`src/rtl/core/rau_pkg.sv`:
```
package rau_pkg;

	localparam int OPERAND_WIDTH = 16;
	localparam int OW = OPERAND_WIDTH;
	localparam int PW = 2 * OW;          // product width
	localparam int VW = PW + 2;          // signed value width (sums of products)
	localparam int MW = VW;              // magnitude width
	localparam int OUT_W = 33;
	localparam int DIV_CW = $clog2(MW + 1);

	localparam logic [3:0] MODE_ADD = 4'd0;
	localparam logic [3:0] MODE_SUB = 4'd1;
	localparam logic [3:0] MODE_MUL = 4'd2;
	localparam logic [3:0] MODE_DIV = 4'd3;
	localparam logic [3:0] MODE_INC = 4'd4;
	localparam logic [3:0] MODE_DEC = 4'd5;
	localparam logic [3:0] MODE_EQ  = 4'd6;
	localparam logic [3:0] MODE_NE  = 4'd7;
	localparam logic [3:0] MODE_LT  = 4'd8;
	localparam logic [3:0] MODE_GT  = 4'd9;
	localparam logic [3:0] MODE_LE  = 4'd10;
	localparam logic [3:0] MODE_GE  = 4'd11;

	typedef struct packed {
		logic load;      // capture operands, form the products
		logic combine;   // form numerator and denominator
		logic gcd_init;  // prepare gcd operands
		logic gcd_step;  // one gcd iteration
		logic div_init;  // start divisions by the gcd
		logic div_step;  // one restoring division bit
		logic finish;    // build the result into the output register
	} rau_cmd_t;

	typedef struct packed {
		logic skip_reduce; // compare mode, unused mode or a zero term
		logic gcd_done;
		logic div_done;
	} rau_sts_t;

endpackage

```
`src/rtl/core/rau_if.sv`:
```
interface rau_in_if;
	import rau_pkg::*;
	logic valid;
	logic ready;
	logic [3:0] mode;
	logic signed [15:0] a_num;
	logic signed [15:0] a_den;
	logic signed [15:0] b_num;
	logic signed [15:0] b_den;
	modport source (output valid, mode, a_num, a_den, b_num, b_den, input ready);
	modport sink (input valid, mode, a_num, a_den, b_num, b_den, output ready);
endinterface

interface rau_out_if;
	logic valid;
	logic ready;
	logic signed [32:0] res_num;
	logic signed [32:0] res_den;
	logic cmp_true;
	modport source (output valid, res_num, res_den, cmp_true, input ready);
	modport sink (input valid, res_num, res_den, cmp_true, output ready);
endinterface

```
`src/rtl/core/rau_datapath.sv`:
```
module rau_datapath
	import rau_pkg::*;
(
	input  logic clk,
	input  rau_cmd_t cmd,
	output rau_sts_t sts,
	input  logic [3:0] mode,
	input  logic [15:0] a_num,
	input  logic [15:0] a_den,
	input  logic [15:0] b_num,
	input  logic [15:0] b_den,
	output logic signed [32:0] res_num,
	output logic signed [32:0] res_den,
	output logic cmp_true
);

	function automatic logic signed [OW-1:0] opnd(input logic [15:0] raw);
		logic [OW-1:0] v;
		v = OW'({{(OW > 16 ? OW - 16 : 1){1'b0}}, raw});
		return $signed(v);
	endfunction

	logic [3:0] mode_q;
	logic signed [OW-1:0] an_q, ad_q;
	logic signed [PW-1:0] left_q, right_q, nn_q, dd_q, nd_q, dn_q;
	logic signed [VW-1:0] n_q, d_q;
	logic [MW-1:0] gx_q, gy_q;
	logic [DIV_CW-1:0] k_q, cnt_q;
	logic [MW-1:0] qn_q, qd_q, rn_q, rd_q;
	logic reduce_q;
	logic signed [OUT_W-1:0] rnum_q, rden_q;
	logic flag_q;

	logic signed [VW-1:0] n_c, d_c;
	logic [MW-1:0] mn, md, y_sh, sx, sy, rn_sh, rd_sh;
	logic [MW:0] rn_t, rd_t;
	logic [MW-1:0] g;
	logic arith;
	logic fl;

	always_comb begin
		arith = (mode_q == MODE_ADD) || (mode_q == MODE_SUB) || (mode_q == MODE_MUL) ||
			(mode_q == MODE_DIV) || (mode_q == MODE_INC) || (mode_q == MODE_DEC);
		unique case (mode_q)
			MODE_ADD: begin n_c = VW'(left_q) + VW'(right_q); d_c = VW'(dd_q); end
			MODE_SUB: begin n_c = VW'(left_q) - VW'(right_q); d_c = VW'(dd_q); end
			MODE_MUL: begin n_c = VW'(nn_q); d_c = VW'(dd_q); end
			MODE_DIV: begin n_c = VW'(nd_q); d_c = VW'(dn_q); end
			MODE_INC: begin n_c = VW'(an_q) + VW'(ad_q); d_c = VW'(ad_q); end
			MODE_DEC: begin n_c = VW'(an_q) - VW'(ad_q); d_c = VW'(ad_q); end
			default:  begin n_c = '0; d_c = '0; end
		endcase
		mn = n_q[VW-1] ? MW'(-n_q) : MW'(n_q);
		md = d_q[VW-1] ? MW'(-d_q) : MW'(d_q);
		y_sh = gy_q[0] ? gy_q : (gy_q >> 1);
		sx = (gx_q > y_sh) ? y_sh : gx_q;
		sy = (gx_q > y_sh) ? gx_q : y_sh;
		g = gx_q << k_q;
		rn_sh = rn_q;
		rd_sh = rd_q;
		rn_t = {rn_sh, qn_q[MW-1]} - {1'b0, g};
		rd_t = {rd_sh, qd_q[MW-1]} - {1'b0, g};
		unique case (mode_q)
			MODE_EQ: fl = (left_q == right_q);
			MODE_NE: fl = (left_q != right_q);
			MODE_LT: fl = (left_q < right_q);
			MODE_GT: fl = (left_q > right_q);
			MODE_LE: fl = (left_q <= right_q);
			MODE_GE: fl = (left_q >= right_q);
			default: fl = 1'b0;
		endcase
	end

	always_ff @(posedge clk) begin
		if (cmd.load) begin
			mode_q  <= mode;
			an_q    <= opnd(a_num);
			ad_q    <= opnd(a_den);
			left_q  <= opnd(a_num) * opnd(b_den);
			right_q <= opnd(b_num) * opnd(a_den);
			nn_q    <= opnd(a_num) * opnd(b_num);
			dd_q    <= opnd(a_den) * opnd(b_den);
			nd_q    <= opnd(a_num) * opnd(b_den);
			dn_q    <= opnd(a_den) * opnd(b_num);
		end
		if (cmd.combine) begin
			n_q <= n_c;
			d_q <= d_c;
			reduce_q <= arith && (n_c != '0) && (d_c != '0);
			flag_q <= fl;
		end
		if (cmd.gcd_init) begin
			// strip common twos first: counted in k
			gx_q <= mn;
			gy_q <= md;
			k_q  <= '0;
		end
		if (cmd.gcd_step) begin
			if (!gx_q[0] && !gy_q[0]) begin
				gx_q <= gx_q >> 1;
				gy_q <= gy_q >> 1;
				k_q  <= k_q + 1'b1;
			end else if (!gx_q[0]) begin
				gx_q <= gx_q >> 1;
			end else if (!gy_q[0]) begin
				gy_q <= gy_q >> 1;
			end else begin
				gx_q <= sx;
				gy_q <= sy - sx;
			end
		end
		if (cmd.div_init) begin
			qn_q <= mn;
			qd_q <= md;
			rn_q <= '0;
			rd_q <= '0;
			cnt_q <= '0;
		end
		if (cmd.div_step) begin
			cnt_q <= cnt_q + 1'b1;
			if (!rn_t[MW]) begin
				rn_q <= rn_t[MW-1:0];
				qn_q <= {qn_q[MW-2:0], 1'b1};
			end else begin
				rn_q <= {rn_q[MW-2:0], qn_q[MW-1]};
				qn_q <= {qn_q[MW-2:0], 1'b0};
			end
			if (!rd_t[MW]) begin
				rd_q <= rd_t[MW-1:0];
				qd_q <= {qd_q[MW-2:0], 1'b1};
			end else begin
				rd_q <= {rd_q[MW-2:0], qd_q[MW-1]};
				qd_q <= {qd_q[MW-2:0], 1'b0};
			end
		end
		if (cmd.finish) begin
			if (!arith) begin
				rnum_q <= '0;
				rden_q <= '0;
			end else if (!reduce_q) begin
				rnum_q <= OUT_W'(n_q);
				rden_q <= OUT_W'(d_q);
			end else begin
				rnum_q <= n_q[VW-1] ? OUT_W'(-qn_q) : OUT_W'(qn_q);
				rden_q <= d_q[VW-1] ? OUT_W'(-qd_q) : OUT_W'(qd_q);
			end
			cmp_true <= arith ? 1'b0 : flag_q;
		end
	end

	assign sts.skip_reduce = !reduce_q;
	assign sts.gcd_done = (gy_q == '0) || (gx_q[0] && (y_sh == gx_q));
	assign sts.div_done = (cnt_q == DIV_CW'(MW - 1));
	assign res_num = rnum_q;
	assign res_den = rden_q;

endmodule

```
`src/rtl/core/rau_ctrl.sv`:
```
module rau_ctrl
	import rau_pkg::*;
(
	input  logic clk,
	input  logic arst_n,
	input  logic in_valid,
	output logic in_ready,
	output logic out_valid,
	input  logic out_ready,
	output rau_cmd_t cmd,
	input  rau_sts_t sts
);

	localparam logic [2:0] ST_IDLE    = 3'd0;
	localparam logic [2:0] ST_COMBINE = 3'd1;
	localparam logic [2:0] ST_DECIDE  = 3'd2;
	localparam logic [2:0] ST_GCD     = 3'd3;
	localparam logic [2:0] ST_DIV     = 3'd4;
	localparam logic [2:0] ST_FINISH  = 3'd5;

	logic [2:0] state_q, state_d;
	logic out_valid_q;

	// the output register frees once its result is taken
	assign in_ready = (state_q == ST_IDLE) && (!out_valid_q || out_ready);
	assign out_valid = out_valid_q;

	always_comb begin
		cmd = '0;
		state_d = state_q;
		unique case (state_q)
			ST_IDLE: if (in_valid && in_ready) begin
				cmd.load = 1'b1;
				state_d = ST_COMBINE;
			end
			ST_COMBINE: begin
				cmd.combine = 1'b1;
				state_d = ST_DECIDE;
			end
			ST_DECIDE: begin
				cmd.gcd_init = 1'b1;
				state_d = sts.skip_reduce ? ST_FINISH : ST_GCD;
			end
			ST_GCD: begin
				if (sts.gcd_done) begin
					cmd.div_init = 1'b1;
					state_d = ST_DIV;
				end else begin
					cmd.gcd_step = 1'b1;
				end
			end
			ST_DIV: begin
				cmd.div_step = 1'b1;
				if (sts.div_done) state_d = ST_FINISH;
			end
			ST_FINISH: if (!out_valid_q || out_ready) begin
				cmd.finish = 1'b1;
				state_d = ST_IDLE;
			end
			default: state_d = ST_IDLE;
		endcase
	end

	always_ff @(posedge clk or negedge arst_n) begin
		if (!arst_n) begin
			state_q <= ST_IDLE;
			out_valid_q <= 1'b0;
		end else begin
			state_q <= state_d;
			if (cmd.finish) out_valid_q <= 1'b1;
			else if (out_ready) out_valid_q <= 1'b0;
		end
	end

endmodule

```
`src/rtl/core/rational_arithmetic_unit.sv`:
```
// Compares and unreduced results pass through load, combine, decide and finish.
// Reduced results pass through load, combine, decide, the binary gcd steps, the start of the division,
// 34 restoring division steps and finish.
// GCD steps: one per shift or subtract.
// Only one item is in flight: a new one is taken in idle, once the output register is free.
// Reset: arst_n low clears the controller to idle and drops the output valid at once.
module rational_arithmetic_unit
	import rau_pkg::*;
(
	input logic clk,
	input logic arst_n,
	rau_in_if.sink in_ch,
	rau_out_if.source out_ch
);

	rau_cmd_t cmd;
	rau_sts_t sts;

	// controller: sequences load, combine, gcd and division, then drives the result transfer
	rau_ctrl u_ctrl (
		.clk(clk), .arst_n(arst_n),
		.in_valid(in_ch.valid), .in_ready(in_ch.ready),
		.out_valid(out_ch.valid), .out_ready(out_ch.ready),
		.cmd(cmd), .sts(sts)
	);

	// datapath: products, binary gcd and shared-step division of both terms
	rau_datapath u_dp (
		.clk(clk), .cmd(cmd), .sts(sts),
		.mode(in_ch.mode), .a_num(in_ch.a_num), .a_den(in_ch.a_den),
		.b_num(in_ch.b_num), .b_den(in_ch.b_den),
		.res_num(out_ch.res_num), .res_den(out_ch.res_den), .cmp_true(out_ch.cmp_true)
	);

endmodule

```
`src/flat_wrapper.sv`:
```
// flat-port wrapper written by rule: the top's interface ports become plain ports
module rational_arithmetic_unit_flat import rau_pkg::*;
  (clk, arst_n, in_ch_valid, in_ch_mode, in_ch_a_num, in_ch_a_den, in_ch_b_num, in_ch_b_den, in_ch_ready, out_ch_valid, out_ch_res_num, out_ch_res_den, out_ch_cmp_true, out_ch_ready);
  rau_in_if in_ch_i ();
  rau_out_if out_ch_i ();
  input logic clk;
  input logic arst_n;
  input wire logic [$bits(in_ch_i.valid)-1:0] in_ch_valid;
  input wire logic [$bits(in_ch_i.mode)-1:0] in_ch_mode;
  input wire logic [$bits(in_ch_i.a_num)-1:0] in_ch_a_num;
  input wire logic [$bits(in_ch_i.a_den)-1:0] in_ch_a_den;
  input wire logic [$bits(in_ch_i.b_num)-1:0] in_ch_b_num;
  input wire logic [$bits(in_ch_i.b_den)-1:0] in_ch_b_den;
  output wire logic [$bits(in_ch_i.ready)-1:0] in_ch_ready;
  output wire logic [$bits(out_ch_i.valid)-1:0] out_ch_valid;
  output wire logic [$bits(out_ch_i.res_num)-1:0] out_ch_res_num;
  output wire logic [$bits(out_ch_i.res_den)-1:0] out_ch_res_den;
  output wire logic [$bits(out_ch_i.cmp_true)-1:0] out_ch_cmp_true;
  input wire logic [$bits(out_ch_i.ready)-1:0] out_ch_ready;
  assign in_ch_i.valid = in_ch_valid;
  assign in_ch_i.mode = in_ch_mode;
  assign in_ch_i.a_num = in_ch_a_num;
  assign in_ch_i.a_den = in_ch_a_den;
  assign in_ch_i.b_num = in_ch_b_num;
  assign in_ch_i.b_den = in_ch_b_den;
  assign in_ch_ready = in_ch_i.ready;
  assign out_ch_valid = out_ch_i.valid;
  assign out_ch_res_num = out_ch_i.res_num;
  assign out_ch_res_den = out_ch_i.res_den;
  assign out_ch_cmp_true = out_ch_i.cmp_true;
  assign out_ch_i.ready = out_ch_ready;
  rational_arithmetic_unit u_core (.clk(clk), .arst_n(arst_n), .in_ch(in_ch_i), .out_ch(out_ch_i));
endmodule
```
`config.mk`:
```
export PLATFORM = sky130hd
export DESIGN_NAME = rational_arithmetic_unit_flat
export DESIGN_NICKNAME = d
export VERILOG_FILES = /design/src/rtl/core/rau_pkg.sv /design/src/rtl/core/rau_if.sv /design/src/rtl/core/rau_datapath.sv /design/src/rtl/core/rau_ctrl.sv /design/src/rtl/core/rational_arithmetic_unit.sv /design/src/flat_wrapper.sv
export SDC_FILE = /design/constraint.sdc
export NUM_CORES = 2
export LEC_CHECK = 0
export ABC_CLOCK_PERIOD_IN_PS = 10100
export BUFFER_PORTS_ARGS = -buffer_cell sky130_fd_sc_hd__buf_2
export CAP_MARGIN = 20
export CORE_ASPECT_RATIO = 0.9
export CORE_MARGIN = 5
export CORE_UTILIZATION = 65
export CTS_BUF_LIST = sky130_fd_sc_hd__clkbuf_2 sky130_fd_sc_hd__clkbuf_4 sky130_fd_sc_hd__clkbuf_8
export CTS_CLUSTER_DIAMETER = 150
export DETAILED_ROUTE_END_ITERATION = 6
export GPL_ROUTABILITY_DRIVEN = 0
export PLACE_DENSITY = 0.82
export SLEW_MARGIN = 20
export SYNTH_ARGS = -nofsm -noshare
export SYNTH_HDL_FRONTEND = slang
export SYNTH_HIERARCHICAL = 1
export SYNTH_SLANG_ARGS = --single-unit
```
`constraint.sdc`:
```
create_clock -name clk -period 10.1 [get_ports clk]
set_input_delay 2.02 -clock clk [delete_from_list [all_inputs] [get_ports clk]]
set_output_delay 2.02 -clock clk [all_outputs]
set_load 0.1 [all_outputs]
```
# Yosys cells after proc, flatten, opt, wreduce, memory -nomap -nowiden
# Cells that the tools add are included.
[word_totals]
inputBits = 72
output_inout_bits = 69
reg_bits = 521
[classes]
mul = 4
add_sub_neg = 13
mux = 56
n_reduce_logical = 26
shift = 1
order_cmp = 5
eq_ne = 24
[op_table]
columns = ["operator", "count"]
rows = [
  ["34-bit 2-to-1 mux", 24],
  ["34-bit case mux with 6 select lines", 1],
  ["33-bit 2-to-1 mux", 4],
  ["16-bit by 16-bit multiplier with 32-bit output", 4],
  ["34-bit case mux with 3 select lines", 1],
  ["35-bit by 34-bit subtractor with 35-bit output", 2],
  ["34-bit negation", 2],
  ["34-bit nonzero test", 2],
  ["33-bit negation", 2],
  ["34-bit == test", 1],
  ["34-bit > comparator", 1],
  ["34-bit zero test", 1],
  ["34-bit by 6-bit left shift with 34-bit output", 1],
  ["34-bit subtractor", 1],
  ["32-bit by 32-bit adder with 33-bit output", 1],
  ["32-bit by 32-bit subtractor with 33-bit output", 1],
  ["32-bit == test", 1],
  ["32-bit greater-or-equal comparator", 1],
  ["32-bit > comparator", 1],
  ["32-bit less-or-equal comparator", 1],
  ["32-bit < comparator", 1],
  ["32-bit != test", 1],
  ["6-bit 2-to-1 mux", 5],
  ["3-bit case mux with 6 select lines", 1],
  ["other kinds (26)", 68],
]

# Logic depth before layout (Yosys ltp)
[logic_depth]
depth_word = 8
depth_mapped = 28
mapped_depth_nobuf = 27

# Hierarchy
# Netlist, hierarchy kept.
[modules_own_cells]
columns = ["mod", "instances", "area_per_inst_um2", "cells_each"]
rows = [
  ["rau_datapath", 1, 75152.1, 8221],
  ["rau_ctrl", 1, 290.3, 34],
]

# Worst setup path after synthesis
# OpenSTA, ideal clock, no wires.
[synth_path]
path_type = "in2reg"
from = "input out_ch_ready"
to = "register u_core.u_dp.ad_q[0] (enable)"
setup_ps = 658
n_path_buf = 0
path_stages = 3
required_ps = 9442
arrival_ps = 8551
setup_slack_ps = 890
path_cell_list = "nand2b_1 nand2_1 nor3b_2"
[synth_lines]
columns = ["element", "line", "rtl"]
rows = [
  ["from (decl)", "flat_wrapper.sv:19", "input wire logic [$bits(out_ch_i.ready)-1:0] out_ch_ready;"],
  ["to (signal assigned)", "rau_datapath.sv:78", "ad_q <= opnd(a_den);"],
  ["to (decl)", "rau_datapath.sv:24", "logic signed [OW-1:0] an_q, ad_q;"],
]

# Worst setup path after layout
[layout_path]
from = "input in_ch_b_den[3]"
to = "register u_core.u_dp.nd_q[31], data pin"
[layout_between]
elab_chain_cells = 1
[layout_lines]
columns = ["element", "line", "rtl"]
rows = [
  ["from (decl)", "flat_wrapper.sv:13", "input wire logic [$bits(in_ch_i.b_den)-1:0] in_ch_b_den;"],
  ["16-bit by 16-bit multiplier with 32-bit output", "rau_datapath.sv:83", "nd_q <= opnd(a_num) * opnd(b_den);"],
  ["to (signal assigned)", "rau_datapath.sv:83", ""],
  ["to (decl)", "rau_datapath.sv:25", "logic signed [PW-1:0] left_q, right_q, nn_q, dd_q, nd_q, dn_q;"],
]
# No other way between the ends.
# A chain may end at the register's enable or synchronous reset.

==> impl_metrics.yaml <==
status:
  status: "finished, violations left"
  failed_checks: "DRC"
clock_tree:
  cts.sinks: 518
  postCtsHoldBufs: 0
  cts_tree: "yes"
  cts.clk_slew.worst_paths_ns: 0.07
  root_buffer: "clkbuf_8"
  cts_buffer_depth: 3
  clk_latency_ns: 0.77
  post_cts.repair.setup_buffers: 0
  numCtsBuffers: 90
  htree_num_levels: 3
  cts_resized: 0
placement:
  preCtsSetupSlack_ns: 0.739
  dp_cells: 9558
  port_buffers: 140
  dp_hpwl_um: 162000
yosys:
  seq_area_frac_synth_pct: 19.6
  synth_seq_cells: 518
  synth_edf_count: 440
  ys_warn_count: 6
  async_flop_share_pct: 0.772
  ys_types: 98
  netlist_instances: 8255
  syn_avg_cell_area_um2: 9.14
  synthFlopType: "edfxtp_1"
  synth.cell_area_um2: 75400
  syn_nets: 9922
final_layout:
  finalNetCount: 9818
  n_fill_cell: 8704
  final_cells: 9727
  drive_gt1_share_pct: 5.95
  syn_to_final_growth_pct: 4.82
routing:
  drc: 15
  routed_wl_um: 214000
  drtIter0Drc: 6844
  drtPass1Iterations: 7
  wire_per_inst_um: 22.0
  vias: 60800
  drtAntennaViolNets: 0
  vias_per_cell: 6.25
setup_path:
  reg2reg_slack_ns: 2.69
  cpMostUsedCell: "fa_1"
  start_kind: "input pin"
  path_max_fanout: 32
  reg2regPathDepth: 20
  critPathRequiredTime_ns: 10.58
  crit_slowest_cell: "a2111oi_0"
  rr_startpoint: "u_core/u_dp/k_q[2]"
  arrival_ns: 9.19
  cp-end-kind: "register"
  r2r_end: "u_core/u_dp/rn_q[31]"
  critPathKind: "in2reg"
  slowest_delay_ns: 0.61
die:
  initial_core_util_pct: 65.5
  core-area_um2: 115000
  row_count: 118
  chipHeight_um: 333
  die-area_um2: 123000
  die_x_um: 369
  io_pins: 141
global_route:
  grt_overflow: 0
  grt_util_met2_pct: 54.5
  top_usage_layer: "met2"
  grt_use_met3_pct: 8.92
  grt_pass1_wl_um: 340000
  grt_max_degree: 165
  grtUsageMet1_pct: 43.7
  grt_pass1_vias: 62700
  antenna_found_initial: 10
  grt.total_usage_pct: 34.8
min_path:
  whs_endpoint: "u_core/u_dp/gy_q[3]"
  min_from: "u_core/u_dp/gy_q[4]"
  holdPathStages: 2
  hold_class: "reg2reg"
sta:
  fmax_mhz: 115
  drv_slew: 0
  finalHoldViolCount: 0
  setup_viol: 0
  setup_tns_ns: 0
  relSlewSlack_pct: 23.8
  finClkSkew_ns: 0.0581
  final.period_utilization_pct: 86.2
  grt_setup_unrepaired: "false"
  finalWorstSetupSlack_ns: 1.39
  min_period_ns: 8.71
  tightest_slew_ns: 1.14
run:
  cap_violations: 0
==> state kept, by name, indices dropped and copies added, names as in the netlist, 3 cells and up <==
signal / cells
u_core/u_ctrl/state_q: 3
u_core/u_dp/ad_q: 16
u_core/u_dp/an_q: 16
u_core/u_dp/cnt_q: 6
u_core/u_dp/d_q: 32
u_core/u_dp/dd_q: 32
u_core/u_dp/dn_q: 32
u_core/u_dp/gx_q: 34
u_core/u_dp/gy_q: 34
u_core/u_dp/k_q: 6
u_core/u_dp/mode_q: 4
u_core/u_dp/n_q: 33
u_core/u_dp/nd_q: 32
u_core/u_dp/nn_q: 32
u_core/u_dp/qd_q: 34
u_core/u_dp/qn_q: 34
u_core/u_dp/rd_q: 34
u_core/u_dp/res_den: 33
u_core/u_dp/res_num: 33
u_core/u_dp/rn_q: 34
==> worst max path at each step <==
stage	from	end	slack, ns	cells after the start
2_1_floorplan	out_ch_ready	u_core/u_dp/ad_q[0]	0.89	3
3_3_place_gp	in_ch_b_den[3]	u_core/u_dp/nd_q[31]	0.94	25
3_5_place_dp	in_ch_b_den[3]	u_core/u_dp/nd_q[31]	0.74	25
4_1_cts	in_ch_b_den[3]	u_core/u_dp/nd_q[31]	1.52	25
5_1_grt	in_ch_a_num[2]	u_core/u_dp/nd_q[31]	1.14	25
6_report	in_ch_b_den[3]	u_core/u_dp/nd_q[31]	1.39	25
==> metal layers <==
| layer | wire length [µm] | vias up | part of all wire (%) |
|---|---|---|---|
| met5 | 42 | - | 0.020 |
| met4 | 15600 | 8 | 7.3 |
| met3 | 24000 | 866 | 11 |
| met2 | 96100 | 3677 | 45 |
| met1 | 78100 | 29500 | 37 |
| li1 | - | 26800 | - |
==> through the flow <==
step                      util, %  instance area [µm²]  hold slack [ns]
after floorplan                 -                75400            0.488
after global placement       67.0                77100            0.524
after detailed placement     67.0                77100            0.539
after CTS                    68.6                79000            0.549
after global routing         68.7                79100            0.579
final                        68.7                79100            0.560
==> cells by family after synthesis <==
family / share of synthesized area [%]
xor gates and xnor gates: 4.53
muxes: 2.98
DFF: 19.6
adders and majority gates: 36.9
AOI/OAI and AO/OA: 11.7
buffers and inverters: 8.86
and+or+nand+nor: 15.4
==> cell usage in the layout, fill, tap and decap left out, drive strengths merged, types with 19 or more instances in the layout <==
cell    instances
a211oi        109
a21o           72
a21oi         393
a221o          27
a221oi         19
a222oi         25
a31oi          29
and2          467
and3           30
buf           218
clkbuf        119
clkinv         29
dfxtp          74
edfxtp        440
fa           1054
ha            541
inv          1355
mux2i         175
nand2         889
nand2b        111
nand3         100
nand4          31
nor2          506
nor2b          39
nor3           77
nor4           41
o211ai         44
o21a           30
o21ai         277
o21bai         38
o22ai          49
o31ai          51
o41ai          25
or2            43
or3            46
or4            29
xnor2         254
xor2          136
==> Yosys cell counts (13+ instances only) <==
master    count  share of area [%]
inv_1      1353                6.7
fa_1       1054                 28
nand2_1     889                4.4
ha_1        541                9.0
nor2_1      505                2.5
and2_1      467                3.9
edfxtp_1    440                 18
a21oi_1     393                2.6
clkbuf_1    366                1.8
o21ai_0     265                1.8
xnor2_1     254                2.9
mux2i_1     175                2.3
xor2_1      136                1.6
nand2b_1    111               0.92
a211oi_1    108                1.1
nand3_1     100               0.66
nor3_1       77               0.51
dfxtp_1      74                2.0
a21o_1       72               0.72
o31ai_1      50               0.50
o22ai_1      49               0.41
or3_1        46               0.38
o211ai_1     43               0.43
or2_2        41               0.34
nor4_1       40               0.33
nor2b_1      38               0.32
o21bai_1     38               0.38
buf_1        32               0.16
nand4_1      31               0.26
and3_1       30               0.25
o21a_1       30               0.30
or4_1        28               0.28
a221o_1      27               0.36
a31oi_1      26               0.22
a222oi_1     25               0.33
o41ai_1      25               0.29
a221oi_1     18               0.21
a22oi_1      18               0.18
mux4_2       15               0.45
mux2_2       14               0.21
o221ai_1     14               0.16
a21boi_0     13               0.13
==> critical path: cells and delay by family <==
| family | cells | cell delay, ns |
|---|---|---|
| compound gates | 7 | 2.31 |
| xor+xnor | 1 | 0.17 |
| fa+ha+maj | 7 | 3.33 |
| buf+inv | 6 | 0.80 |
| simple gates | 4 | 0.53 |
==> layout make-up <==
class	instances	area (µm²)	share of cell area (%)
diodes	6	15.0	0.0190
clock buffers	119	1490	1.89
clock inverters	43	437	0.552
inverters	1355	5090	6.43
multi-input cells	5968	54100	68.3
flip-flops and latches	518	14800	18.7
well taps	1500	1880	2.37
repair buffers	218	1320	1.67
Power is not shown: default switching activity piles up to over one toggle a cycle in this logic, so the estimate is an artifact.
